$ cat config.mk
export PLATFORM = sky130hd
export DESIGN_NAME = blitter_area_word_engine_core
export DESIGN_NICKNAME = d
export VERILOG_FILES = /design/src/rtl/bwe_pkg.sv /design/src/rtl/bwe_cfg.sv /design/src/rtl/bwe_dp.sv /design/src/rtl/blitter_area_word_engine_core.sv
export SDC_FILE = /design/constraint.sdc
export NUM_CORES = 1
export LEC_CHECK = 0
export ABC_AREA = 1
export BUFFER_PORTS_ARGS = -buffer_cell sky130_fd_sc_hd__buf_2
export CORE_UTILIZATION = 35
export DETAILED_ROUTE_END_ITERATION = 12
export PLACE_DENSITY = 0.47
export SYNTH_ARGS = -nofsm -noshare
export SYNTH_HDL_FRONTEND = slang
export SYNTH_SLANG_ARGS = --single-unit
$ cat constraint.sdc
create_clock -name aclk -period 12.8 [get_ports aclk]
set_clock_uncertainty 0.05 [all_clocks]
set_input_delay 1.28 -clock aclk [delete_from_list [all_inputs] [get_ports aclk]]
set_output_delay 1.28 -clock aclk [all_outputs]
set_load 0.02 [all_outputs]
$ cat src/rtl/bwe_pkg.sv
`timescale 1ns / 1ps
// Shared types, constants and word functions for the blitter area word engine.
// No dependencies; used by every module in the rtl folder.

package bwe_pkg;

    localparam int WORD_W            = 16;
    localparam int ROW_WORDS_W       = 7;
    localparam int CFG_INDEX_W       = 4;
    localparam int DEF_MAX_ROW_WORDS = 64;

    // control_zero bit positions
    localparam int C0_USE_A = 11;
    localparam int C0_USE_B = 10;
    localparam int C0_USE_C = 9;
    localparam int C0_USE_D = 8;

    // control_one bit positions
    localparam int C1_EXCL_FILL = 4;
    localparam int C1_INCL_FILL = 3;
    localparam int C1_FILL_CIN  = 2;
    localparam int C1_DESC      = 1;

    localparam logic [WORD_W-1:0]      MASK_RESET      = 16'hFFFF;
    localparam logic [ROW_WORDS_W-1:0] ROW_WORDS_RESET = 7'd64;

    typedef enum logic [CFG_INDEX_W-1:0] {
        REG_CONTROL_ZERO = 4'd0,
        REG_CONTROL_ONE  = 4'd1,
        REG_FIRST_MASK   = 4'd2,
        REG_LAST_MASK    = 4'd3,
        REG_ROW_WORDS    = 4'd4,
        REG_A_HOLD       = 4'd5,
        REG_B_HOLD       = 4'd6,
        REG_C_HOLD       = 4'd7
    } cfg_reg_t;

    typedef struct packed {
        logic [WORD_W-1:0]      control_zero;
        logic [WORD_W-1:0]      control_one;
        logic [WORD_W-1:0]      first_word_mask;
        logic [WORD_W-1:0]      last_word_mask;
        logic [ROW_WORDS_W-1:0] row_words;
        logic [WORD_W-1:0]      a_hold;
        logic [WORD_W-1:0]      b_hold;
        logic [WORD_W-1:0]      c_hold;
    } cfg_t;

    typedef struct packed {
        logic              blit_begin;
        logic [WORD_W-1:0] c_fetched;
        logic [WORD_W-1:0] b_fetched;
        logic [WORD_W-1:0] a_fetched;
    } item_t;

    typedef struct packed {
        logic              row_last;
        logic              d_write;
        logic [WORD_W-1:0] d_word;
    } result_t;

    // Bit n of the minterm gives the output for the source bits {a, b, c} == n.
    function automatic logic [WORD_W-1:0] minterm_word(
        input logic [7:0]        lf,
        input logic [WORD_W-1:0] a,
        input logic [WORD_W-1:0] b,
        input logic [WORD_W-1:0] c
    );
        logic [WORD_W-1:0] d;
        d = '0;
        for (int i = 0; i < WORD_W; i++) begin
            d[i] = lf[{a[i], b[i], c[i]}];
        end
        return d;
    endfunction

    // Fill state at each bit is the carry XOR the parity of all source bits up to it.
    function automatic logic [WORD_W-1:0] fill_state(
        input logic [WORD_W-1:0] d,
        input logic              carry
    );
        logic [WORD_W-1:0] st;
        st = '0;
        for (int i = 0; i < WORD_W; i++) begin
            st[i] = carry ^ (^(d & ((WORD_W'(1) << i) | ((WORD_W'(1) << i) - 1'b1))));
        end
        return st;
    endfunction

endpackage

$ cat src/rtl/bwe_cfg.sv
`timescale 1ns / 1ps
// Configuration register file for the blitter area word engine.
// Depends on bwe_pkg for the register index codes and the cfg_t bundle.

module bwe_cfg (
    input  logic                         aclk,
    input  logic                         aresetn,
    input  logic                         wr_en,
    input  logic [bwe_pkg::CFG_INDEX_W-1:0] wr_index,
    input  logic [bwe_pkg::WORD_W-1:0]   wr_data,
    output bwe_pkg::cfg_t                cfg
);
    import bwe_pkg::*;

    cfg_t cfg_reg;
    cfg_t cfg_next;

    always_comb begin
        cfg_next = cfg_reg;
        if (wr_en) begin
            case (cfg_reg_t'(wr_index))
                REG_CONTROL_ZERO: cfg_next.control_zero    = wr_data;
                REG_CONTROL_ONE:  cfg_next.control_one     = wr_data;
                REG_FIRST_MASK:   cfg_next.first_word_mask = wr_data;
                REG_LAST_MASK:    cfg_next.last_word_mask  = wr_data;
                REG_ROW_WORDS:    cfg_next.row_words       = wr_data[ROW_WORDS_W-1:0];
                REG_A_HOLD:       cfg_next.a_hold          = wr_data;
                REG_B_HOLD:       cfg_next.b_hold          = wr_data;
                REG_C_HOLD:       cfg_next.c_hold          = wr_data;
                default:          cfg_next = cfg_reg;
            endcase
        end
    end

    always_ff @(posedge aclk) begin
        if (!aresetn) begin
            cfg_reg.control_zero    <= '0;
            cfg_reg.control_one     <= '0;
            cfg_reg.first_word_mask <= MASK_RESET;
            cfg_reg.last_word_mask  <= MASK_RESET;
            cfg_reg.row_words       <= ROW_WORDS_RESET;
            cfg_reg.a_hold          <= '0;
            cfg_reg.b_hold          <= '0;
            cfg_reg.c_hold          <= '0;
        end else begin
            cfg_reg <= cfg_next;
        end
    end

    assign cfg = cfg_reg;

endmodule

$ cat src/rtl/bwe_dp.sv
`timescale 1ns / 1ps
// Word datapath: masking, barrel shift, minterm and fill, plus the row state.
// Depends on bwe_pkg for item, result and configuration types and word functions.

module bwe_dp #(
    parameter int MAX_ROW_WORDS = bwe_pkg::DEF_MAX_ROW_WORDS
) (
    input  logic             aclk,
    input  logic             aresetn,
    input  logic             advance,
    input  bwe_pkg::item_t   item,
    input  bwe_pkg::cfg_t    cfg,
    output bwe_pkg::result_t result
);
    import bwe_pkg::*;

    localparam int COL_W  = (MAX_ROW_WORDS > 1) ? $clog2(MAX_ROW_WORDS) : 1;
    localparam int LEN_LOG = $clog2(MAX_ROW_WORDS + 1);
    localparam int LEN_W  = (LEN_LOG > ROW_WORDS_W) ? LEN_LOG + 1 : ROW_WORDS_W + 1;

    logic [COL_W-1:0]  col_reg, col_next, col_cur;
    logic [WORD_W-1:0] prev_a_reg, prev_a_next, prev_a_cur;
    logic [WORD_W-1:0] prev_b_reg, prev_b_next, prev_b_cur;
    logic              carry_reg, carry_next, carry_cur;

    logic [LEN_W-1:0]      row_len, row_len_raw;
    logic                  last;
    logic [WORD_W-1:0]     a_src, b_src, c_src;
    logic [WORD_W-1:0]     a_mask, a_shift, b_shift;
    logic [2*WORD_W-1:0]   a_wide, b_wide;
    logic [WORD_W-1:0]     d_raw, st, d_fill;
    logic [3:0]            a_sh, b_sh;
    logic                  do_fill, excl, desc;

    always_comb begin
        row_len_raw = LEN_W'(cfg.row_words);
        if (row_len_raw == '0 || row_len_raw > LEN_W'(MAX_ROW_WORDS)) begin
            row_len = LEN_W'(MAX_ROW_WORDS);
        end else begin
            row_len = row_len_raw;
        end

        // A new blit clears the column and the previous words before use.
        col_cur    = item.blit_begin ? '0 : col_reg;
        prev_a_cur = item.blit_begin ? '0 : prev_a_reg;
        prev_b_cur = item.blit_begin ? '0 : prev_b_reg;

        last = LEN_W'(col_cur) >= (row_len - 1'b1);

        a_src = cfg.control_zero[C0_USE_A] ? item.a_fetched : cfg.a_hold;
        b_src = cfg.control_zero[C0_USE_B] ? item.b_fetched : cfg.b_hold;
        c_src = cfg.control_zero[C0_USE_C] ? item.c_fetched : cfg.c_hold;

        a_mask = a_src;
        if (col_cur == '0) begin
            a_mask = a_mask & cfg.first_word_mask;
        end
        if (last) begin
            a_mask = a_mask & cfg.last_word_mask;
        end
        carry_cur = (col_cur == '0) ? cfg.control_one[C1_FILL_CIN] : carry_reg;

        a_sh = cfg.control_zero[15:12];
        b_sh = cfg.control_one[15:12];
        desc = cfg.control_one[C1_DESC];
        if (!desc) begin
            a_wide  = {prev_a_cur, a_mask} >> a_sh;
            b_wide  = {prev_b_cur, b_src} >> b_sh;
            a_shift = a_wide[WORD_W-1:0];
            b_shift = b_wide[WORD_W-1:0];
        end else begin
            a_wide  = {a_mask, prev_a_cur} << a_sh;
            b_wide  = {b_src, prev_b_cur} << b_sh;
            a_shift = a_wide[2*WORD_W-1:WORD_W];
            b_shift = b_wide[2*WORD_W-1:WORD_W];
        end

        d_raw   = minterm_word(cfg.control_zero[7:0], a_shift, b_shift, c_src);
        excl    = cfg.control_one[C1_EXCL_FILL];
        do_fill = excl || cfg.control_one[C1_INCL_FILL];
        st      = fill_state(d_raw, carry_cur);
        d_fill  = excl ? st : (st | d_raw);

        result.d_word   = do_fill ? d_fill : d_raw;
        result.d_write  = cfg.control_zero[C0_USE_D];
        result.row_last = last;

        col_next    = last ? '0 : col_cur + 1'b1;
        prev_a_next = a_mask;
        prev_b_next = b_src;
        carry_next  = do_fill ? st[WORD_W-1] : carry_cur;
    end

    always_ff @(posedge aclk) begin
        if (!aresetn) begin
            col_reg    <= '0;
            prev_a_reg <= '0;
            prev_b_reg <= '0;
            carry_reg  <= 1'b0;
        end else if (advance) begin
            col_reg    <= col_next;
            prev_a_reg <= prev_a_next;
            prev_b_reg <= prev_b_next;
            carry_reg  <= carry_next;
        end
    end

    // The column only ever restarts after a word that ended its row or at a blit start.
    assert property (@(posedge aclk) disable iff (!aresetn)
        advance && !result.row_last |=> col_reg != '0)
        else $error("column did not advance after a mid-row word");
    assert property (@(posedge aclk) disable iff (!aresetn)
        advance && result.row_last |=> col_reg == '0)
        else $error("column did not wrap after the last word of a row");
    assert property (@(posedge aclk) disable iff (!aresetn)
        !advance |=> $stable(col_reg) && $stable(carry_reg))
        else $error("row state changed without a word moving through");

endmodule

$ cat src/rtl/blitter_area_word_engine_core.sv
`timescale 1ns / 1ps
// Top level of the blitter area word engine: stream handshakes and register stages.
// Depends on bwe_pkg, bwe_cfg and bwe_dp.

// The engine takes one source word set per clock and returns one D word per clock
// while m_tready is held high. A transfer accepted on the s_ channel is held in an input
// register; the shift, minterm and fill logic turns it into a result that is loaded into
// the output register when that is free, and m_tvalid rises as it is loaded. The
// two stages stream back to back: the input side keeps taking transfers while a
// result waits, and stalls only when both registers are full. The cfg_ write
// channel is always ready; a written register takes effect from the next cycle, so
// it should only be written while no word is in flight.
module blitter_area_word_engine_core #(
    parameter int MAX_ROW_WORDS = bwe_pkg::DEF_MAX_ROW_WORDS
) (
    input  logic                            aclk,
    input  logic                            aresetn,
    input  logic                            s_tvalid,
    output logic                            s_tready,
    input  logic [47:0]                     s_tdata,  // a_fetched, b_fetched, c_fetched
    input  logic                            s_tuser,  // blit_begin
    output logic                            m_tvalid,
    input  logic                            m_tready,
    output logic [15:0]                     m_tdata,  // d_word
    output logic                            m_tuser,  // d_write
    output logic                            m_tlast,  // row_last
    input  logic                            cfg_valid,
    output logic                            cfg_ready,
    input  logic [bwe_pkg::CFG_INDEX_W-1:0] cfg_index,
    input  logic [bwe_pkg::WORD_W-1:0]      cfg_data
);
    import bwe_pkg::*;

    cfg_t    cfg;
    item_t   in_reg;
    logic    in_vld_reg;
    result_t res;
    result_t out_reg;
    logic    out_vld_reg;
    logic    out_load;
    logic    s_xfer;

    assign cfg_ready = 1'b1;
    assign out_load  = in_vld_reg && (!out_vld_reg || m_tready);
    assign s_tready  = !in_vld_reg || out_load;
    assign s_xfer    = s_tvalid && s_tready;

    bwe_cfg u_cfg (
        .aclk     (aclk),
        .aresetn  (aresetn),
        .wr_en    (cfg_valid && cfg_ready),
        .wr_index (cfg_index),
        .wr_data  (cfg_data),
        .cfg      (cfg)
    );

    bwe_dp #(
        .MAX_ROW_WORDS (MAX_ROW_WORDS)
    ) u_dp (
        .aclk    (aclk),
        .aresetn (aresetn),
        .advance (out_load),
        .item    (in_reg),
        .cfg     (cfg),
        .result  (res)
    );

    always_ff @(posedge aclk) begin
        if (!aresetn) begin
            in_vld_reg  <= 1'b0;
            out_vld_reg <= 1'b0;
        end else begin
            if (s_xfer) begin
                in_vld_reg <= 1'b1;
            end else if (out_load) begin
                in_vld_reg <= 1'b0;
            end
            if (out_load) begin
                out_vld_reg <= 1'b1;
            end else if (m_tready) begin
                out_vld_reg <= 1'b0;
            end
        end
    end

    always_ff @(posedge aclk) begin
        if (s_xfer) begin
            in_reg.a_fetched  <= s_tdata[15:0];
            in_reg.b_fetched  <= s_tdata[31:16];
            in_reg.c_fetched  <= s_tdata[47:32];
            in_reg.blit_begin <= s_tuser;
        end
        if (out_load) begin
            out_reg <= res;
        end
    end

    assign m_tvalid = out_vld_reg;
    assign m_tdata  = out_reg.d_word;
    assign m_tuser  = out_reg.d_write;
    assign m_tlast  = out_reg.row_last;

    assert property (@(posedge aclk) disable iff (!aresetn)
        !in_vld_reg |-> s_tready)
        else $error("input stage empty but not ready");
    assert property (@(posedge aclk) disable iff (!aresetn)
        out_load |=> m_tvalid)
        else $error("result register loaded but not presented");
    assert property (@(posedge aclk) disable iff (!aresetn)
        in_vld_reg && out_vld_reg && !m_tready |-> !s_tready)
        else $error("input accepted while both stages are full");
    assert property (@(posedge aclk) disable iff (!aresetn)
        in_vld_reg && !out_load |=> in_vld_reg)
        else $error("held input word dropped");

endmodule
==> results.md <==
- Max cap viols: 0
- Global route overflow: 0
- Reg2Reg Setup Slack: 7.10 ns
- First-pass GRT wire length: 86800 um
- Setup TNS: 0 ns
- Slew Limit Headroom: 0.251
- CTS tree: done
- Crit path max fanout: 38
- Clock root buffer: clkbuf_16
- Die Span X: 211 um
- Maximum clock path buffer count: 3
- CP arrival: about 6.0 ns
- Worst Setup End Kind: flip-flop
- Commonest cells after routing, fill and taps aside: 707 x nand2_1, 313 x o21ai_0, 272 x nand3_1
- Period utilisation layout: 0.445
- Setup-failing EPs final: 0
- Placed inst area: about 0.016 mm2
- Fin. max-slew vios: 0
- Final instance area: about 0.017 mm2
- Vias in the first global route: between 10000 and 15000
- Crit Path Class: flip-flop to flip-flop
- WL/cell: ~19 um
- Yosys top cell area share: 0.200
- Starting density of the core: 0.355
- RePlAce Congestion: roughly 0.9
- Min Hold Slack: roughly 0.40 ns
- Status: completed
- Final antenna-violating net count: 0
- Routed vias/inst: roughly 5.3
- Main area contributors after synthesis: dfxtp_1 20%, nand2_1 17%, edfxtp_1 13%
- Hold_buf cts: 0
- NumNets Final: roughly 2500
- Most common cell after layout, fill and taps aside: nand2_1
- CTS buffer count: 27
- Pre-Repair DR Iteration Count: 7
- Pwr/cell area: about 120 mW/mm2
- Register bit count reported by yosys: roughly 220
- CP Data Required Time: between 10 and 15 ns
- DRC viols: 0
- GRT Total Usage: 0.254
- Leakage: about 7.6 nW
- Syn nets: about 2500
- DIE AREA: 0.0444 mm2
- Syn Area/Cell: 6.39 um2
- Dominant synthesized flop cell: dfxtp_1
- Largest net degree at the start of global routing: 76
- Share of layout cells above drive strength 1: 0.110
- Number of enable flip-flop cells after synthesis: 67
- Asr flop ratio synth: 0
- Clock Sinks: 219
- Fmax: around 180 MHz
- Final count of hold timing violations: 0
- Antenna Cells: 0
- Row cnt: 76
- Core area: around 0.043 mm2
- Maximum VDD drop: 0.109 mV
- Total power: ~2.0 mW
- RSZ-0062 raised after global routing: false
- Crit path largest cell delay: about 1.1 ns
- Tmin final: about 5.7 ns
- Worst slew pin tran: 1.12 ns
- Setup crit start kind: flip-flop
- Post-CTS setup buffer count: 0
- Synthesized area: ~0.015 mm2
- Cells resized by post-CTS repair: 0
- Share of the core filled with cells: 0.394
- Area leader, netlist: dfxtp_1
- CP dominant cell by count: nand2_1
- I/O pins: 95
- Area Growth Syn to Fin: 11.0%
- H-tree Lvls: 1
- WL final: ~57000 um
- Synth Instances: ~2400
- Initial antenna violation count: 0
- DR iter-0 viols: 1425
- Clock-pin transition on the worst setup and hold timing paths: ~0.060 ns
- Worst Hold Class: flip-flop to flip-flop
- Sequential share of the synthesized area: 0.332
- Yosys Warn Count: 0
- CP max-delay cell: edfxtp_1
- Cell variety after synth: 53
- Clk Latency, worst-skew pair: around 0.57 ns
- DP HPWL: roughly 41000 um
- Input/output buffers: between 90 and 100
- Max reg flops: around 110
- Die Ht: 211 um
- Via Count: between 15000 and 20000
==> path summary, 6_finish.rpt <==
check / startpoint / to / cells after the start
worst max-delay path: in_reg[48]$_DFFE_PP_ / m_tdata[15]$_DFFE_PP_ / 32
worst min-delay path: u_cfg.cfg[111]$_SDFFE_PN0P_ / m_tuser$_DFFE_PP_ / 0
worst max register to register: in_reg[48]$_DFFE_PP_ / m_tdata[15]$_DFFE_PP_ / 32
worst min register to register: u_cfg.cfg[111]$_SDFFE_PN0P_ / m_tuser$_DFFE_PP_ / 0
==> area by class of cell <==
| type | count | area, um2 |
|---|---|---|
| clock buffer | 34 | 786 |
| inverter | 148 | 558 |
| timing repair buffer | 116 | 641 |
| multi-input combinational | 1867 | 8960 |
| fill | 4782 | 26100 |
| sequential | 219 | 5060 |
| clock inverter | 16 | 186 |
| tap | 585 | 732 |
==> synth_stat cells, drive strengths merged, types with 2 or more instances <==
cell type  count
or2            7
clkbuf        87
nand3        291
nand3b        17
buf           63
nor3           6
a31oi         26
nand4          2
clkinv         5
xor2           9
dfxtp        152
o221ai         5
nor2         197
a21oi        103
o21bai         3
o21a           5
o211ai        51
inv          143
nand2        760
o22ai          3
mux2i          2
edfxtp        67
o21ai        357
xnor2          2
ha            10
==> critical path: cells and delay by family, from the launching register on <==
kind | cells | cell delay, ns
buffers and inverters | 3 | 0.66
flip-flops | 1 | 1.09
AO/OA/AOI/OAI | 1 | 0.09
adder cells (fa/ha/maj) | 1 | 0.27
AND/OR/NAND/NOR | 27 | 3.25
==> power breakdown <==
group	internal, mW	switching (mW)	leakage [nW]
registers	0.750	0.0186	1.89
clock network	0.500	0.329	0.482
logic	0.111	0.255	5.27
total	1.36	0.603	7.65
==> per-layer routing <==
metal  track usage  part of all wire
met5             0                 0
met1         0.355              0.48
met4        0.0615             0.022
met2         0.421              0.46
met3        0.0207             0.043
==> cell families after synthesis <==
logic type / count (synthesis) / share of synthesized area
other: 1 / 0.000246
xor gates and xnor gates: 11 / 0.00632
buffers and inverters: 298 / 0.0803
DFF: 219 / 0.332
and+or+nand+nor: 1284 / 0.372
AOI/OAI and AO/OA: 559 / 0.200
muxes: 2 / 0.00131
adders and majority gates: 10 / 0.00821
==> through the flow <==
stage                     cells  setup slack, ns
after floorplan            2384             8.64
after global placement     2935             7.38
after detailed placement   2935             7.28
after CTS                  2985             7.25
after global routing       2985             6.70
final                      2985             7.10
No activity file was read; power rests on OpenSTA's default activity.
